File: config.mk
export PLATFORM = sky130hd
export DESIGN_NAME = bcd_seven_segment_serial_driver_core
export DESIGN_NICKNAME = d
export VERILOG_FILES = /design/src/hw/rtl/bssd_pkg.sv /design/src/hw/rtl/bssd_front.sv /design/src/hw/rtl/bssd_queue.sv /design/src/hw/rtl/bssd_back.sv /design/src/hw/rtl/bcd_seven_segment_serial_driver_core.sv
export VERILOG_INCLUDE_DIRS = /design/src /design/src/hw/rtl
export SDC_FILE = /design/constraint.sdc
export NUM_CORES = 1
export LEC_CHECK = 0
export ABC_CLOCK_PERIOD_IN_PS = 5090
export BUFFER_PORTS_ARGS = -buffer_cell sky130_fd_sc_hd__buf_2
export CELL_PAD_IN_SITES_DETAIL_PLACEMENT = 0
export CELL_PAD_IN_SITES_GLOBAL_PLACEMENT = 2
export CORE_ASPECT_RATIO = 0.7
export CORE_MARGIN = 10
export CORE_UTILIZATION = 43
export CTS_CLUSTER_SIZE = 40
export DETAILED_ROUTE_END_ITERATION = 8
export HOLD_SLACK_MARGIN = 0.1
export PLACE_DENSITY = 0.95
export SYNTH_ARGS = -nofsm -noshare
export SYNTH_HDL_FRONTEND = slang
export SYNTH_SLANG_ARGS = --single-unit
File: constraint.sdc
create_clock -name clk -period 5.09 [get_ports clk]
set_clock_uncertainty 0.2 [all_clocks]
set_input_delay 0.7635 -clock clk [delete_from_list [all_inputs] [get_ports clk]]
set_output_delay 0.7635 -clock clk [all_outputs]
set_load 0.05 [all_outputs]
File: src/hw/rtl/assert_macros.svh
// Assertion macros shared by the driver RTL.
// Expects signals named clk and arst_n in the scope of use.
`ifndef ASSERT_MACROS_SVH
`define ASSERT_MACROS_SVH

// Property checked at every clock edge, off while reset is asserted.
`define BSSD_ASSERT(label, prop, msg) \
	label: assert property (@(posedge clk) disable iff (!arst_n) (prop)) else $error(msg);

// Condition that must never be seen at a clock edge out of reset.
`define BSSD_NEVER(label, expr, msg) \
	label: assert property (@(posedge clk) disable iff (!arst_n) !(expr)) else $error(msg);

`endif

File: src/hw/rtl/bssd_pkg.sv
// Package for the serial seven-segment driver: constants, types, segment table.
// No dependencies; used by every module of the driver.
`default_nettype none

package bssd_pkg;

	localparam int NUM_DIGITS_DEF = 4;
	localparam int BYTE_BITS      = 8;
	localparam int VALUE_W        = 32;
	localparam int DIGIT_W        = 4;
	localparam int FRAME_W        = 2 * BYTE_BITS;
	localparam int BIT_CNT_W      = $clog2(FRAME_W);
	localparam int CONV_CNT_W     = $clog2(VALUE_W);
	localparam int TDATA_OUT_W    = 8;

	typedef enum logic [1:0] {
		FR_IDLE,
		FR_CONV,
		FR_DONE
	} fr_state_t;

	typedef enum logic {
		BK_IDLE,
		BK_SHIFT
	} bk_state_t;

	// One serial beat toward the shift register.
	typedef struct packed {
		logic serial_bit;
		logic latch_after;
		logic last_bit;
	} out_beat_t;

	// Occupancy status of the digit queue.
	typedef struct packed {
		logic full;
		logic empty;
	} q_stat_t;

	// Active-low segment pattern; codes above nine show as zero.
	function automatic logic [BYTE_BITS-1:0] seg_pattern(input logic [DIGIT_W-1:0] digit);
		logic [BYTE_BITS-1:0] pat;
		unique case (digit)
			4'd0:    pat = 8'd192;
			4'd1:    pat = 8'd249;
			4'd2:    pat = 8'd164;
			4'd3:    pat = 8'd176;
			4'd4:    pat = 8'd153;
			4'd5:    pat = 8'd146;
			4'd6:    pat = 8'd130;
			4'd7:    pat = 8'd248;
			4'd8:    pat = 8'd128;
			4'd9:    pat = 8'd144;
			default: pat = 8'd192;
		endcase
		return pat;
	endfunction

endpackage

`default_nettype wire

File: src/hw/rtl/bssd_front.sv
// Front end: accepts a binary value and converts it to decimal digits.
// Uses bssd_pkg; feeds bssd_queue.
`default_nettype none

module bssd_front import bssd_pkg::*; #(
	parameter int NUM_DIGITS = NUM_DIGITS_DEF
) (
	input  wire logic                          clk,
	input  wire logic                          arst_n,
	input  wire logic                          s_tvalid,
	output logic                               s_tready,
	input  wire logic [VALUE_W-1:0]            s_tdata,
	output logic                               dig_valid,
	input  wire logic                          dig_ready,
	output logic [NUM_DIGITS*DIGIT_W-1:0]      dig_data
);

	localparam int DW = NUM_DIGITS * DIGIT_W;

	fr_state_t                                 state_q, state_d;
	logic [VALUE_W-1:0]                        value_q;
	logic [NUM_DIGITS-1:0][DIGIT_W-1:0]        bcd_q;
	logic [NUM_DIGITS-1:0][DIGIT_W-1:0]        adj;
	logic [DW-1:0]                             shifted;
	logic [CONV_CNT_W-1:0]                     cnt_q;

	// One shift-and-add-three step; digits above the kept ones fall off the top,
	// which leaves the value modulo a power of ten.
	always_comb begin
		for (int i = 0; i < NUM_DIGITS; i++) begin
			adj[i] = (bcd_q[i] >= 4'd5) ? bcd_q[i] + 4'd3 : bcd_q[i];
		end
		shifted = DW'({adj, value_q[VALUE_W-1]});
	end

	always_comb begin
		state_d = state_q;
		unique case (state_q)
			FR_IDLE: if (s_tvalid) state_d = FR_CONV;
			FR_CONV: if (cnt_q == CONV_CNT_W'(VALUE_W - 1)) state_d = FR_DONE;
			FR_DONE: if (dig_ready) state_d = FR_IDLE;
			default: state_d = FR_IDLE;
		endcase
	end

	always_comb begin
		s_tready  = (state_q == FR_IDLE);
		dig_valid = (state_q == FR_DONE);
		dig_data  = bcd_q;
	end

	always_ff @(posedge clk or negedge arst_n) begin
		if (!arst_n) begin
			state_q <= FR_IDLE;
			cnt_q   <= '0;
		end else begin
			state_q <= state_d;
			if (state_q == FR_IDLE) begin
				cnt_q <= '0;
			end else if (state_q == FR_CONV) begin
				cnt_q <= cnt_q + 1'b1;
			end
		end
	end

	always_ff @(posedge clk) begin
		if (s_tvalid && s_tready) begin
			value_q <= s_tdata;
			bcd_q   <= '0;
		end else if (state_q == FR_CONV) begin
			value_q <= {value_q[VALUE_W-2:0], 1'b0};
			bcd_q   <= shifted;
		end
	end

endmodule

`default_nettype wire

File: src/hw/rtl/bssd_queue.sv
// Two-entry queue of converted digit sets between front and back end.
// Uses bssd_pkg for its status struct.
`default_nettype none

module bssd_queue import bssd_pkg::*; #(
	parameter int DW = NUM_DIGITS_DEF * DIGIT_W
) (
	input  wire logic          clk,
	input  wire logic          arst_n,
	input  wire logic          wr_valid,
	output logic               wr_ready,
	input  wire logic [DW-1:0] wr_data,
	output logic               rd_valid,
	input  wire logic          rd_ready,
	output logic [DW-1:0]      rd_data,
	output q_stat_t            stat
);

	logic [DW-1:0] mem_q [2];
	logic          wr_ptr_q;
	logic          rd_ptr_q;
	logic [1:0]    count_q;
	logic          push;
	logic          pop;

	assign wr_ready   = (count_q != 2'd2);
	assign rd_valid   = (count_q != 2'd0);
	assign rd_data    = mem_q[rd_ptr_q];
	assign push       = wr_valid && wr_ready;
	assign pop        = rd_valid && rd_ready;
	assign stat.full  = (count_q == 2'd2);
	assign stat.empty = (count_q == 2'd0);

	always_ff @(posedge clk or negedge arst_n) begin
		if (!arst_n) begin
			wr_ptr_q <= 1'b0;
			rd_ptr_q <= 1'b0;
			count_q  <= 2'd0;
		end else begin
			if (push) wr_ptr_q <= ~wr_ptr_q;
			if (pop) rd_ptr_q <= ~rd_ptr_q;
			case ({push, pop})
				2'b10:   count_q <= count_q + 2'd1;
				2'b01:   count_q <= count_q - 2'd1;
				default: count_q <= count_q;
			endcase
		end
	end

	always_ff @(posedge clk) begin
		if (push) mem_q[wr_ptr_q] <= wr_data;
	end

endmodule

`default_nettype wire

File: src/hw/rtl/bssd_back.sv
// Back end: serializes digit frames (segment byte, select byte) one bit a beat.
// Uses bssd_pkg; reads from bssd_queue.
`default_nettype none

module bssd_back import bssd_pkg::*; #(
	parameter int NUM_DIGITS = NUM_DIGITS_DEF
) (
	input  wire logic                              clk,
	input  wire logic                              arst_n,
	input  wire logic                              q_valid,
	output logic                                   q_ready,
	input  wire logic [NUM_DIGITS*DIGIT_W-1:0]     q_data,
	output logic                                   out_valid,
	input  wire logic                              out_ready,
	output out_beat_t                              out_beat
);

	localparam int PW = (NUM_DIGITS > 1) ? $clog2(NUM_DIGITS) : 1;

	bk_state_t                          state_q, state_d;
	logic [NUM_DIGITS-1:0][DIGIT_W-1:0] digits_q;
	logic [PW-1:0]                      pos_q;
	logic [BIT_CNT_W-1:0]               bit_q;
	logic                               out_valid_q;
	out_beat_t                          out_beat_q;
	logic                               can_load;
	logic                               advance;
	logic                               frame_end;
	logic                               seq_end;
	logic [FRAME_W-1:0]                 frame;
	logic [PW-1:0]                      dig_idx;

	assign can_load = !out_valid_q || out_ready;
	assign dig_idx  = PW'(NUM_DIGITS - 1) - pos_q;

	always_comb begin
		frame     = {seg_pattern(digits_q[dig_idx]), BYTE_BITS'(1) << pos_q};
		frame_end = (bit_q == BIT_CNT_W'(FRAME_W - 1));
		seq_end   = frame_end && (pos_q == PW'(NUM_DIGITS - 1));
	end

	always_comb begin
		state_d = state_q;
		unique case (state_q)
			BK_IDLE:  if (q_valid) state_d = BK_SHIFT;
			BK_SHIFT: if (advance && seq_end && !q_valid) state_d = BK_IDLE;
			default:  state_d = BK_IDLE;
		endcase
	end

	always_comb begin
		advance = (state_q == BK_SHIFT) && can_load;
		q_ready = (state_q == BK_IDLE) || (advance && seq_end);
	end

	assign out_valid = out_valid_q;
	assign out_beat  = out_beat_q;

	always_ff @(posedge clk or negedge arst_n) begin
		if (!arst_n) begin
			state_q     <= BK_IDLE;
			pos_q       <= '0;
			bit_q       <= '0;
			out_valid_q <= 1'b0;
		end else begin
			state_q <= state_d;
			if (q_valid && q_ready) begin
				pos_q <= '0;
				bit_q <= '0;
			end else if (advance) begin
				bit_q <= bit_q + 1'b1;
				if (frame_end) pos_q <= pos_q + 1'b1;
			end
			if (advance) begin
				out_valid_q <= 1'b1;
			end else if (out_ready) begin
				out_valid_q <= 1'b0;
			end
		end
	end

	always_ff @(posedge clk) begin
		if (q_valid && q_ready) digits_q <= q_data;
		if (advance) begin
			out_beat_q.serial_bit  <= frame[BIT_CNT_W'(FRAME_W - 1) - bit_q];
			out_beat_q.latch_after <= frame_end;
			out_beat_q.last_bit    <= seq_end;
		end
	end

endmodule

`default_nettype wire

File: src/hw/rtl/bcd_seven_segment_serial_driver_core.sv
// Top level of the serial seven-segment driver: front end, digit queue, back end.
// Depends on bssd_pkg, bssd_front, bssd_queue, bssd_back and assert_macros.svh.
//
//   Channel | Direction | Handshake          | Payload
//   s_*     | in        | s_tvalid/s_tready  | s_tdata[31:0] = value
//   m_*     | out       | m_tvalid/m_tready  | m_tdata[0] = serial_bit, m_tuser[0] =
//           |           |                    | latch_after, m_tlast = last_bit
//
// Each value yields NUM_DIGITS * 16 beats (64 by default), one per cycle while m_tready
// is high; the bit serializer sets the sustained rate.
// Decimal conversion in the front end (32 shift-and-add-three steps in one shared unit,
// then hand-off) overlaps the serializing of the previous value.
// The first beat of a value taken into an idle block follows its conversion and the queue.
// Reset is asynchronous and clears all control state at once; no clearing pass follows.
// A stalled output holds the back end; the two-entry queue lets the front run until full.
`default_nettype none
`include "assert_macros.svh"

module bcd_seven_segment_serial_driver_core import bssd_pkg::*; #(
	parameter int NUM_DIGITS = NUM_DIGITS_DEF
) (
	input  wire logic                   clk,
	input  wire logic                   arst_n,
	// Input value stream.
	input  wire logic                   s_tvalid,
	output logic                        s_tready,
	input  wire logic [VALUE_W-1:0]     s_tdata,   // [31:0] value
	// Serial bit stream toward the shift-register display.
	output logic                        m_tvalid,
	input  wire logic                   m_tready,
	output logic [TDATA_OUT_W-1:0]      m_tdata,   // [0] serial_bit, [7:1] zero
	output logic                        m_tuser,   // [0] latch_after
	output logic                        m_tlast    // last bit of the 64-beat sequence
);

	localparam int DW = NUM_DIGITS * DIGIT_W;

	// Front end to queue.
	logic          fq_valid;
	logic          fq_ready;
	logic [DW-1:0] fq_data;

	// Queue to back end.
	logic          qb_valid;
	logic          qb_ready;
	logic [DW-1:0] qb_data;

	q_stat_t       q_stat;
	out_beat_t     beat;

	// The front end converts one value at a time by double dabble over all 32 input bits.
	bssd_front #(
		.NUM_DIGITS(NUM_DIGITS)
	) u_front (
		.clk       (clk),
		.arst_n    (arst_n),
		.s_tvalid  (s_tvalid),
		.s_tready  (s_tready),
		.s_tdata   (s_tdata),
		.dig_valid (fq_valid),
		.dig_ready (fq_ready),
		.dig_data  (fq_data)
	);

	// The queue decouples conversion from the much longer serial output of each value.
	bssd_queue #(
		.DW(DW)
	) u_queue (
		.clk      (clk),
		.arst_n   (arst_n),
		.wr_valid (fq_valid),
		.wr_ready (fq_ready),
		.wr_data  (fq_data),
		.rd_valid (qb_valid),
		.rd_ready (qb_ready),
		.rd_data  (qb_data),
		.stat     (q_stat)
	);

	// The back end walks digit positions and frame bits and owns the output register.
	bssd_back #(
		.NUM_DIGITS(NUM_DIGITS)
	) u_back (
		.clk       (clk),
		.arst_n    (arst_n),
		.q_valid   (qb_valid),
		.q_ready   (qb_ready),
		.q_data    (qb_data),
		.out_valid (m_tvalid),
		.out_ready (m_tready),
		.out_beat  (beat)
	);

	assign m_tdata = {(TDATA_OUT_W - 1)'(0), beat.serial_bit};
	assign m_tuser = beat.latch_after;
	assign m_tlast = beat.last_bit;

	// The sequence end always closes a digit frame.
	`BSSD_ASSERT(a_last_is_latch, (m_tvalid && m_tlast) |-> m_tuser, "last beat without latch mark")
	// The queue occupancy flags must be mutually exclusive.
	`BSSD_NEVER(a_q_flags, q_stat.full && q_stat.empty, "queue full and empty at once")
	// A held output beat must not change while the sink stalls.
	`BSSD_ASSERT(a_beat_hold, (m_tvalid && !m_tready) |=> (m_tvalid && $stable(beat)), "beat changed under stall")

endmodule

`default_nettype wire
After elaboration in Yosys (flattened, before gate mapping). Memories as Yosys holds them, arrays and structs flattened. A register that Yosys moved wholly into a read port is not among the register bits. Index checks and enable logic that the tools add are counted.

Eq/ne operators: 11. Add/sub/neg operators: 11. Reduce and logical (&&, ||, !) cells: 21. Shift operators: 1. Bitwise gates (word level): 3. Multiplexer cells: 29. $lt $le $gt $ge: 6.

Operators with widths (count): 2-to-1 mux 32 bit (2); 2-to-1 mux 4 bit (6); greater-or-equal comparator 4 x 3 -> 1 bit, second input constant (4); nonzero test 2 bit (7); adder 4 x 2 -> 4 bit, second input constant (3); 2-to-1 mux 2 bit (6); 2-to-1 mux 5 bit (2); binary-select mux 4 bit (select 2 bit) (1); left shift 1 x 2 -> 8 bit, first input constant (1); logical AND 1 bit (7); 2-to-1 mux 1 bit (7); equality test 2 bit, second input constant (3); != test 2 bit, second input constant (3); case mux 2 bit (3 select lines) (1); adder 5 x 1 -> 5 bit, second input constant (1); equality test 5 bit, second input constant (1); < comparator 4 x 5 -> 1 bit, second input constant (1); adder 2 x 1 -> 2 bit, second input constant (2); adder 4 x 1 -> 4 bit, second input constant (1); binary-select mux 1 bit (select 4 bit) (1); equality test 2 x 1 -> 1 bit, second input constant (2); equality test 4 bit, second input constant (1); case mux 2 bit (2 select lines) (1); subtractor 4 bit, first input constant (1); 13 further kinds (17).

Memory bits (writable): 32. Bits in read-only memories: 112. Word-level logic and storage cells: 101. Flip-flop bits (word level): 70. Memories kept: 2.

Memory list: (name not given) (depth 16, width 7, read ports 1, clocked after memory_dff 0, wr ports 0, RTL line bssd_pkg.sv:43) `unique case (digit)`; u_queue.mem_q (depth 2, width 16, read ports 1, clocked after memory_dff 1, wr ports 1, RTL line bssd_queue.sv:19) `logic [DW-1:0] mem_q [2];`.

Depth between registers and ports, before layout. Gate-level depths: netlist (run 1).

Word-level depth: 8. Depth in mapped cells: 9. Mapped depth without buffers: 9.

Cells and area by module. Synthesis (run 1) repeated with hierarchy kept, for this count alone.

Cell total of the unflattened synthesis: 449. Area total of the unflattened synthesis: 5383.9 um2.

By module, submodules not included: bssd_front (area an instance 2568.7 um2, times used 1, cells an instance 270); bssd_back (area an instance 1396.3 um2, times used 1, cells an instance 102); bssd_queue (area an instance 1362.6 um2, times used 1, cells an instance 69); bcd_seven_segment_serial_driver_core (area an instance 56.3 um2, times used 1, cells an instance 8).

Least setup slack after synthesis (run 1). Ideal clock, no wire load.

Path type: reg-to-reg. Start point: reg u_front.state_q[0]. End point: reg u_front.value_q[0], enable pin. Arrival time: 2351 ps. Library setup time: 389 ps. Data required time: 4501 ps. Buffers on the path: 1. Stages on the path, launching flop included: 5. Period minus slack after synthesis: 2941 ps. Slack: 2149 ps. Cell sequence: dfrtp_1 > nor2_1 > nand2_1 > clkbuf_1 > nand2_1.

Word-level cells in the longest chain between the ends: 3.

Ends and longest elaborated chain: from (decl) (RTL line bssd_front.sv:20) `fr_state_t state_q, state_d;`; from (signal assigned) (RTL line bssd_front.sv:57) `state_q <= state_d;`; zero test 2 bit (RTL line bssd_front.sv:47) `s_tready = (state_q == FR_IDLE);`; named net s_tready (RTL line bcd_seven_segment_serial_driver_core.sv:26) `output logic s_tready,`; logical AND 1 bit (RTL line bssd_front.sv:67) `if (s_tvalid && s_tready) begin`; nonzero test 2 bit (no source line); to (signal assigned) (RTL line bssd_front.sv:68) `value_q <= s_tdata;`; to (signal assigned) (RTL line bssd_front.sv:71) `value_q <= {value_q[VALUE_W-2:0], 1'b0};`; to (decl) (RTL line bssd_front.sv:21) `logic [VALUE_W-1:0] value_q;`.

The timed path passes the listed nets, and every way through them passes these cells. A chain may end at the register's enable or synchronous reset.

Final worst setup path (run 1).
Start point: reg u_back.pos_q[0]. End point: reg u_back.out_beat_q (netlist bit u_back.out_beat[2]), data pin.

Word-level cells in the longest chain between the ends: 6.

Ends and longest elaborated chain: from (decl) (RTL line bssd_back.sv:22) `logic [PW-1:0] pos_q;`; from (signal assigned) (RTL line bssd_back.sv:72) `if (frame_end) pos_q <= pos_q + 1'b1;`; subtractor 2 bit (RTL line bssd_back.sv:34) `assign dig_idx = PW'(NUM_DIGITS - 1) - pos_q;`; binary-select mux 4 bit (select 2 bit) (RTL line bssd_back.sv:37) `frame = {seg_pattern(digits_q[dig_idx]), BYTE_BITS'(1) << pos_q};`; 2-to-1 mux 4 bit (implied by the code) (RTL line bssd_back.sv:37); memory read (16 x 7 bit); binary-select mux 1 bit (select 4 bit) (*) (RTL line bssd_back.sv:85) `out_beat_q.serial_bit <= frame[BIT_CNT_W'(FRAME_W - 1) - bit_q];`; 2-to-1 mux 1 bit (implied by the code) (*) (RTL line bssd_back.sv:85); to (decl) (RTL line bssd_back.sv:25) `out_beat_t out_beat_q;`.

Mark *: on every way between the ends. The rest lies on a longest branch, timed or not. The select of a mux whose other input is x is not followed.

==> impl_metrics.py, run 1 <==
metrics = {
    "status": {
        "status": "completed",
    },
    "critical_path": {
        "reg2regPathDepth": 8,
        "endpoint_kind": "register",
        "required_ns": 5.12,
        "arrival_ns": 2.89,
        "crit_fanout": 7,
        "startpoint_type": "register",
        "crit_type": "register to register",
    },
    "cells_and_area": {
        "final_nets": 544,
        "synthToLayoutAreaGrowth_pct": 18.52,
        "fill_cells": 985,
        "drive_gt1_frac": 0.2040,
        "final_common_cell": "nand2_1",
        "final_core_util": 0.5291,
        "antenna_cells": 0,
        "fin_cells": 657,
        "layout_common_cells": "nand2_1 (107), edfxtp_1 (83), buf_2 (40)",
    },
    "floorplanning": {
        "dieArea_um2": 17210,
        "die_x_um": 152.6,
        "start_util": 0.4464,
        "std_cell_rows": 33,
        "die_y_um": 112.8,
        "ios": 48,
        "core-area_um2": 11850,
    },
    "placed_design": {
        "hpwlAfterDp_mm": 6.603,
        "dpl.cell_count": 625,
        "portBuffers": 40,
        "gp_congestion": 0.7731,
    },
    "grt": {
        "grt_pass1_vias": 3200,
        "antenna_found_initial": 0,
        "grt_overflow_total": 0,
        "grt_pass1_wl_mm": 15.69,
        "track_usage": 0.1121,
        "grt_max_degree": 43,
    },
    "power": {
        "peakVddDrop_v": 0.0002505,
        "power_mw": 3.625,
        "powerDensity_nw_per_um2": 578.1,
        "p_leak_nw": 2.606,
    },
    "clocking": {
        "cts.sinks": 118,
        "post_cts_resized": 0,
        "cts_tree": "done",
        "postCtsHoldBufs": 0,
        "htree_levels": 4,
        "clk_pin_slew_worst_paths_ns": 0.05,
        "clock_path_buffers": 2,
        "cts_root_buf": "clkbuf_16",
        "clock_latency_ns": 0.40,
        "numCtsBuffers": 17,
        "post-cts-setup-buffers": 0,
    },
    "route": {
        "vias": 3239,
        "drt_iter0_drc": 149,
        "wirelength_mm": 9.740,
        "postRouteAntennaNets": 0,
        "dr.pass1.iters": 5,
        "via_per_inst": 4.930,
        "wire_per_inst_um": 14.82,
        "route.detailed.drc": 0,
    },
    "timing": {
        "period_share": 0.5618,
        "finalSetupViolCount": 0,
        "rsz0062_at_grt": "false",
        "fin_crit_ns": 2.860,
        "relSlewSlack": 0.3958,
        "worst_pin_slew_ns": 0.9063,
        "totalNegativeSetupSlack_ns": 0,
        "hold_violations": 0,
        "slew_violations": 0,
        "fmax_ghz": 0.3497,
    },
    "synthesis": {
        "postSynthCellCount": 442,
        "yosysWarnings": 0,
        "synth_area_per_cell_um2": 11.97,
        "synth_area_leaders": "edfxtp_1 (47%), dfrtp_1 (9.0%), nand2_1 (7.6%), dfxtp_1 (6.1%), ha_1 (5.0%)",
        "yosys_register_bits": 118,
        "synth_area_leader_cell": "edfxtp_1",
        "ys_types": 42,
        "syn-cell-area_um2": 5290,
        "yosys.area.top_type_share": 0.4711,
        "seq_area_frac_synth": 0.6216,
    },
    "run": {
        "drv_cap": 0,
    },
    "hold_path": {
        "hold_path_class": "input port to async pin",
    },
}
-- metrics by stage --
stage / area (um^2) / hold slack, ns / setup slack [ns]
floorplan: 5313 / 0.2176 / 2.149
global placement: 5619 / 0.2680 / 2.332
detailed placement: 5619 / 0.2713 / 2.254
CTS: 6270 / 0.1032 / 2.222
global route: 6270 / 0.1225 / 2.007
finish: 6270 / 0.1026 / 2.230
-- worst max-delay path, stage by stage, from the launching register on --
cell      delay [ns]
dfrtp_1         0.53
mux4_1          0.69
inv_1           0.14
ha_1            0.25
xor2_1          0.16
nor2_1          0.10
a31oi_1         0.05
a211o_2         0.35
a221oi_2        0.22
-- where the power goes --
group          total, mW  switching [mW]  internal, mW
clock network       1.31           0.401         0.905
logic              0.774           0.410         0.365
registers           1.54           0.216          1.33
total               3.62            1.03          2.60
-- metal layers --
layer | wire, um | GRT usage | up-vias
li1 | - | - | 1617
met1 | 4889 | 0.1501 | 1552
met2 | 4259 | 0.1605 | 62
met3 | 511 | 0.04275 | 8
met4 | 80 | 0.04373 | 0
met5 | 0 | 0 | -
-- state kept, by name, indices dropped and copies added, names as in the netlist --
name,flops
u_back.bit_q,4
u_back.digits_q,16
u_back.out_beat,3
u_back.out_valid,1
u_back.pos_q,2
u_back.state_q,1
u_front.cnt_q,5
u_front.dig_data,16
u_front.state_q,2
u_front.value_q,32
u_queue.count_q,2
u_queue.mem_q,32
u_queue.rd_ptr_q,1
u_queue.wr_ptr_q,1
-- path summary, 6_finish.rpt --
kind | slack [ns] | startpoint | end
worst min register to register | 0.28 | u_front.dig_data[15]$_SDFFE_PP0P_ | u_queue.mem_q[1][15]$_DFFE_PP_
max in group asynchronous | 4.27 | arst_n | u_back.pos_q[0]$_DFFE_PN0P_
worst min-delay path | 0.10 | arst_n | u_front.cnt_q[4]$_DFFE_PN0P_
worst max register to register | 2.23 | u_back.pos_q[0]$_DFFE_PN0P_ | u_back.out_beat[2]$_DFFE_PP_
worst max-delay path | 2.23 | u_back.pos_q[0]$_DFFE_PN0P_ | u_back.out_beat[2]$_DFFE_PP_
min in group clk | 0.28 | u_front.dig_data[15]$_SDFFE_PP0P_ | u_queue.mem_q[1][15]$_DFFE_PP_
-- logic make-up (layout without fill, tap and decap cells) --
logic type	after synthesis	after routing	share of synthesized area
simple gates	170	170	0.1405
flops	118	118	0.6216
compound gates	51	51	0.06102
buf+inv	39	91	0.03477
mux	24	24	0.06197
fa+ha+maj	21	21	0.04967
xor+xnor	18	18	0.02980
other cells	1	7	0.0007089
-- synthesized netlist by cell type (all sizes together) --
| cell type | number |
|---|---|
| nand2 | 107 |
| o311ai | 1 |
| o32ai | 2 |
| a211o | 1 |
| dfrtp | 19 |
| nand3 | 15 |
| inv | 13 |
| nor2b | 3 |
| o21ai | 20 |
| xnor2 | 11 |
| nand4 | 1 |
| nor3 | 1 |
| and3 | 3 |
| o221ai | 1 |
| dfxtp | 16 |
| a21boi | 1 |
| a221oi | 2 |
| nor3b | 2 |
| a31oi | 1 |
| a21o | 1 |
| o31ai | 1 |
| mux2 | 17 |
| a21oi | 16 |
| nor2 | 20 |
| conb | 1 |
| mux4 | 5 |
| clkbuf | 16 |
| ha | 21 |
| buf | 10 |
| edfxtp | 83 |
| nand2b | 14 |
| a22o | 4 |
| mux2i | 2 |
| and2 | 3 |
| xor2 | 7 |
| or3 | 1 |
-- final cells by class --
cell class,instances,area (um^2),share of cell area
inverters,13,48.80,0.007783
clock buffers,23,478.0,0.07623
repair buffers,46,245.2,0.03911
well taps,157,196.4,0.03133
multi-input cells,291,1841,0.2936
clock inverters,9,172.7,0.02754
flip-flops and latches,118,3288,0.5244
Power figures use the tool's default switching activity.
==> inputs of run 2 (changes only) <==
Settings changed: ABC_AREA set to 1, ABC_CLOCK_PERIOD_IN_PS 5090 to 2510, CORE_UTILIZATION 43 to 34, PLACE_DENSITY 0.95 to 0.86.
Clock period 5.09 ns to 2.51 ns, I/O delays scaled along.
==> impl_metrics.py, run 2 <==
metrics = {
    "status": {
        "status": "completed",
    },
    "route": {
        "postRouteAntennaNets": 0,
        "via_per_inst": 4.492,
        "dr.pass1.iters": 4,
        "drt_iter0_drc": 252,
        "wire_per_inst_um": 12.95,
        "wirelength_mm": 11.12,
        "route.detailed.drc": 0,
        "vias": 3859,
    },
    "grt": {
        "track_usage": 0.1082,
        "grt_max_degree": 42,
        "grt_pass1_vias": 3934,
        "antenna_found_initial": 0,
        "grt_overflow_total": 0,
        "grt_pass1_wl_mm": 18.86,
    },
    "critical_path": {
        "crit_type": "register to register",
        "max_stage_delay_ns": 0.50,
        "worstReg2RegStart": "u_back.bit_q[0]$_DFFE_PN0P_",
        "endpoint_kind": "register",
        "reg2regPathDepth": 9,
        "cp_slowest_cell": "dfrtp_1",
        "worstPathCellList": "ha_1, nand3_1, nor2_2, nand2_2, a21oi_4, ha_1, a21oi_1, o21ai_0, xor2_1",
        "worstSetupEndpoint": "u_queue.count_q[1]$_DFFE_PN0P_",
        "crit_fanout": 8,
        "r2r-end": "u_queue.count_q[1]$_DFFE_PN0P_",
        "cp_common_cell": "ha_1",
        "r2r_slack_ns": 0.20,
        "arrival_ns": 2.39,
        "startpoint": "u_back.bit_q[0]$_DFFE_PN0P_",
        "required_ns": 2.59,
        "startpoint_type": "register",
    },
    "power": {
        "power.internal_mw": 5.244,
        "clock_power_share": 0.286,
        "power_mw": 8.033,
        "peakVddDrop_v": 0.0006067,
        "switching_share": 0.3473,
        "powerDensity_nw_per_um2": 1183,
        "pwr-share-seq": 0.410,
        "switching_power_mw": 2.790,
        "comb_power_share": 0.304,
        "p_leak_nw": 2.998,
    },
    "synthesis": {
        "synthArstFlopShare": 0.1610,
        "seq_area_frac_synth": 0.6053,
        "synth_area_leaders": "edfxtp_1 (46%), nand2_1 (15%), dfrtp_1 (8.8%), dfxtp_1 (5.9%), ha_1 (4.8%)",
        "ys_types": 34,
        "synth_area_leader_cell": "edfxtp_1",
        "yosys_most_used_dff": "edfxtp_1",
        "yosys.area.top_type_share": 0.4588,
        "synth_most_common_cell": "nand2_1",
        "synth_edf_count": 83,
        "synth_area_per_cell_um2": 9.754,
        "yosysWarnings": 0,
        "yosys_register_bits": 118,
        "postSynthCellCount": 557,
        "syn-cell-area_um2": 5433,
        "synthTopCellsByCount": "nand2_1 (213), edfxtp_1 (83), inv_1 (45), o21ai_0 (29), nand3_1 (27)",
    },
    "run": {
        "drv_cap": 0,
    },
    "floorplanning": {
        "core-area_um2": 15600,
        "die_x_um": 171.1,
        "start_util": 0.3484,
        "std_cell_rows": 38,
        "die_y_um": 125.8,
        "ios": 48,
        "dieArea_um2": 21520,
    },
    "clocking": {
        "clock_latency_ns": 0.41,
        "cts_tree": "done",
        "clock_path_buffers": 2,
        "htree_levels": 4,
        "clk_pin_slew_worst_paths_ns": 0.05,
        "cts_root_buf": "clkbuf_16",
        "post-cts-setup-buffers": 0,
        "cts.sinks": 118,
        "numCtsBuffers": 17,
    },
    "cells_and_area": {
        "fin_area_um2": 6793,
        "final_core_util": 0.4356,
        "largestRegisters": "u_front.value_q x32, u_queue.mem_q x32",
        "fin_cells": 859,
        "drive_gt1_frac": 0.1502,
        "synthToLayoutAreaGrowth_pct": 25.03,
        "antenna_cells": 0,
        "layout_common_cells": "nand2_1 (213), edfxtp_1 (83), inv_1 (44)",
        "final_common_cell": "nand2_1",
        "final_nets": 703,
    },
    "timing": {
        "fin_crit_ns": 2.310,
        "period_share": 0.9204,
        "finalSetupViolCount": 0,
        "rsz0062_at_grt": "false",
        "hold_violations": 0,
        "fmax_ghz": 0.4329,
        "slew_violations": 0,
        "totalNegativeSetupSlack_ns": 0,
    },
    "placed_design": {
        "portBuffers": 40,
        "dpl.cell_count": 792,
        "hpwlAfterDp_mm": 7.357,
        "gp_congestion": 0.7767,
        "dpl_cell_area_um2": 5869,
    },
    "hold_path": {
        "hold_path_class": "input port to async pin",
    },
}
-- run 2: cell count changes after synthesis, moves of 8 or more --
cell | previous run | this run
nand2b_1 | 12 | 0
nand3_1 | 15 | 27
o21ai_0 | 20 | 29
nand2_1 | 107 | 213
inv_1 | 13 | 45
a21oi_1 | 15 | 23
mux2_2 | 17 | 0
xnor2_1 | 11 | 1
buf_2 | 0 | 9
clkbuf_1 | 16 | 4
-- run 2: layout make-up --
type | instances | area, um^2
Clock buffer | 21 | 460.4
Multi-Input combinational cell | 374 | 1851
Tap cell | 200 | 250.2
Clock inverter | 11 | 107.6
Inverter | 49 | 186.4
Sequential cell | 118 | 3292
Timing Repair Buffer | 86 | 645.6
Fill cell | 1512 | 8802
-- run 2: worst min-delay path by stage --
stage / from / end / slack [ns] / cells past startpoint
6_report: arst_n / u_back.bit_q[2]$_DFFE_PN0P_ / 0.25 / 2
5_1_grt: u_front.value_q[31]$_DFFE_PP_ / u_front.dig_data[0]$_SDFFE_PP0P_ / 0.28 / 2
4_1_cts: arst_n / u_back.bit_q[2]$_DFFE_PN0P_ / 0.25 / 2
3_5_place_dp: arst_n / u_back.bit_q[3]$_DFFE_PN0P_ / 0.15 / 1
3_3_place_gp: arst_n / u_back.bit_q[2]$_DFFE_PN0P_ / 0.15 / 1
2_1_floorplan: arst_n / u_back.bit_q[0]$_DFFE_PN0P_ / -0.12 / 0
-- run 2: logic make-up (layout without fill, tap and decap cells) --
kind of cell | Yosys count | count (layout) | synth area share
xor+xnor | 8 | 8 | 0.01290
other cells | 1 | 7 | 0.0006903
simple gates | 276 | 276 | 0.2096
fa+ha+maj | 21 | 21 | 0.04836
flops | 118 | 118 | 0.6053
buf+inv | 71 | 167 | 0.05873
compound gates | 62 | 62 | 0.06449
-- run 2: per-stage QoR --
stage               worst slack (ns)  hold WS, ns
floorplan                    0.01013      -0.1191
global placement              0.1686       0.1484
detailed placement            0.1045       0.1529
CTS                          0.08922       0.2530
global route                 0.03832       0.2799
finish                        0.1998       0.2498
-- run 2: routing by layer --
layer,wire length (um),global-route usage
met4,55,0.03825
met2,4905,0.1632
met1,5558,0.1408
met5,0,0
met3,601,0.03777
-- run 2: what timing repair did --
item	CTS	global route
setup endpoints to repair	0	2
endpoints found under the hold margin	53	0
hold buffers	35	0
gates resized for setup	0	4
-- run 2: power groups by stage --
stage	clock network, mW	registers, mW	logic, mW
final	2.30	3.29	2.44
after global routing	2.46	3.37	2.83
after CTS	2.36	3.28	2.48
after detailed placement	0	3.31	2.43
after global placement	0	3.28	2.38
after floorplan	0	3.22	1.83
-- run 2: worst max-delay path, delay by kind of cell, from the launching register on --
family	cells	cell delay [ns]
adder cells (fa/ha/maj)	2	0.48
AND/OR/NAND/NOR	3	0.46
AO/OA/AOI/OAI	3	0.39
XOR/XNOR	1	0.15
flip-flops	1	0.50
==> inputs of run 3 (changes only) <==
Settings changed: ABC_CLOCK_PERIOD_IN_PS 2510 to 2600, CORE_UTILIZATION 34 to 38, PLACE_DENSITY 0.86 to 0.9.
Clock period 2.51 ns to 2.6 ns, I/O delays scaled along.
==> impl_metrics.py, run 3 (synthesis gave the netlist of run 2 again) <==
metrics = {
    "clocking": {
        "clock_path_buffers": 2,
        "clock_latency_ns": 0.41,
        "cts_tree": "done",
        "htree_levels": 4,
        "clk_pin_slew_worst_paths_ns": 0.06,
        "cts.sinks": 118,
        "numCtsBuffers": 17,
        "cts_root_buf": "clkbuf_16",
    },
    "timing": {
        "fmax_ghz": 0.4341,
        "fin_crit_ns": 2.304,
        "finalSetupViolCount": 0,
        "slew_violations": 0,
        "hold_violations": 0,
        "rsz0062_at_grt": "false",
        "period_share": 0.8860,
        "totalNegativeSetupSlack_ns": 0,
    },
    "critical_path": {
        "endpoint_kind": "register",
        "cp_slowest_cell": "dlygate4sd3_1",
        "max_stage_delay_ns": 0.52,
        "worstReg2RegStart": "u_back.pos_q[0]$_DFFE_PN0P_",
        "worstPathCellList": "dlygate4sd3_1, buf_2, inv_1, nand2_1, nand2_1, inv_1, nand2_2, a21oi_4, ha_1, a21oi_1, o21ai_0, xor2_1",
        "crit_fanout": 7,
        "r2r-end": "u_back.out_beat[2]$_DFFE_PP_",
        "required_ns": 2.68,
        "startpoint_type": "input port",
        "crit_type": "input port to register",
        "arrival_ns": 2.38,
        "r2r_slack_ns": 0.30,
        "reg2regPathDepth": 14,
    },
    "cells_and_area": {
        "final_nets": 706,
        "layout_common_cells": "nand2_1 (213), edfxtp_1 (83), inv_1 (45)",
        "fill_cells": 1280,
        "antenna_cells": 0,
        "final_common_cell": "nand2_1",
        "synthToLayoutAreaGrowth_pct": 24.94,
        "fin_area_um2": 6788,
        "drive_gt1_frac": 0.1556,
        "largestRegisters": "u_front.value_q x32, u_queue.mem_q x32",
    },
    "grt": {
        "track_usage": 0.1162,
        "antenna_found_initial": 0,
        "grt_overflow_total": 0,
        "grt_pass1_wl_mm": 18.49,
        "grt_max_degree": 29,
        "grt_pass1_vias": 3859,
    },
    "route": {
        "via_per_inst": 4.570,
        "wire_per_inst_um": 12.75,
        "wirelength_mm": 10.87,
        "postRouteAntennaNets": 0,
        "drt_iter0_drc": 252,
        "dr.pass1.iters": 4,
        "route.detailed.drc": 0,
        "vias": 3894,
    },
    "placed_design": {
        "portBuffers": 40,
        "hpwlAfterDp_mm": 7.231,
        "gp_congestion": 0.8343,
        "dpl_cell_area_um2": 5866,
    },
    "floorplanning": {
        "die_x_um": 162.9,
        "die_y_um": 120.0,
        "dieArea_um2": 19560,
        "core-area_um2": 13960,
        "start_util": 0.3891,
        "ios": 48,
        "std_cell_rows": 36,
    },
    "hold_path": {
        "whs_path_depth": 2,
        "min_to": "u_front.dig_data[0]$_SDFFE_PP0P_",
        "min_from": "u_front.value_q[31]$_DFFE_PP_",
        "hold_path_class": "register to register",
    },
    "run": {
        "drv_cap": 0,
    },
    "power": {
        "powerDensity_nw_per_um2": 1142,
        "peakVddDrop_v": 0.0007255,
        "power_mw": 7.751,
        "p_leak_nw": 3.013,
    },
    "status": {
        "status": "completed",
    },
}
[run 3: layer usage]
metal / routed length (um) / track usage / vias up
met5: 0 / 0 / -
li1: - / - / 2017
met3: 507 / 0.03484 / 11
met2: 4841 / 0.1782 / 75
met4: 110 / 0.04213 / 0
met1: 5406 / 0.1524 / 1791
[run 3: worst max-delay path by stage]
stage | startpoint | end | slack, ns | cells after the start
2_1_floorplan | u_back.out_valid$_DFFE_PN0P_ | u_queue.count_q[1]$_DFFE_PN0P_ | 0.02 | 9
3_3_place_gp | u_back.pos_q[0]$_DFFE_PN0P_ | u_back.out_beat[2]$_DFFE_PP_ | 0.35 | 14
3_5_place_dp | u_back.pos_q[0]$_DFFE_PN0P_ | u_back.out_beat[2]$_DFFE_PP_ | 0.30 | 14
4_1_cts | m_tready | u_queue.count_q[1]$_DFFE_PN0P_ | 0.28 | 12
5_1_grt | u_back.pos_q[0]$_DFFE_PN0P_ | u_back.out_beat[2]$_DFFE_PP_ | 0.05 | 14
6_report | m_tready | u_queue.count_q[1]$_DFFE_PN0P_ | 0.30 | 12
[run 3: timing repair]
action / in CTS / in global routing
gates resized for setup: 0 / 0
hold buffers: 35 / 0
buffers inserted: 0 / 0
endpoints found under the hold margin: 53 / 0
[run 3: final cells by class]
type	count	area, um^2	share of cell area
Timing Repair Buffer	89	655.6	0.09659
Tap cell	190	237.7	0.03502
Multi-Input combinational cell	374	1851	0.2726
Clock inverter	15	146.4	0.02157
Clock buffer	17	425.4	0.06267
Inverter	49	183.9	0.02710
Sequential cell	118	3288	0.4844
[run 3: through the flow]
| stage | util | hold slack [ns] | setup WS, ns | cells |
|---|---|---|---|---|
| after floorplan | - | -0.1056 | 0.02342 | 563 |
| after global placement | 0.4201 | 0.1590 | 0.3521 | 785 |
| after detailed placement | 0.4201 | 0.1690 | 0.3019 | 785 |
| after CTS | 0.4861 | 0.2438 | 0.2845 | 852 |
| after global routing | 0.4861 | 0.2757 | 0.04860 | 852 |
| final | 0.4861 | 0.2423 | 0.2964 | 852 |
[run 3: power by group]
group / leakage (nW) / internal, mW / total, mW / switching [mW]
Clock: 0.281 / 1.34 / 2.23 / 0.890
Sequential: 1.14 / 2.80 / 3.15 / 0.353
Combinational: 1.59 / 0.820 / 2.38 / 1.56
Total: 3.01 / 4.95 / 7.75 / 2.80
[run 3: critical path, delay by kind of cell]
family | cells | cell delay [ns]
xor+xnor | 1 | 0.16
simple gates | 3 | 0.32
compound gates | 3 | 0.36
buf+inv | 4 | 0.90
fa+ha+maj | 1 | 0.26
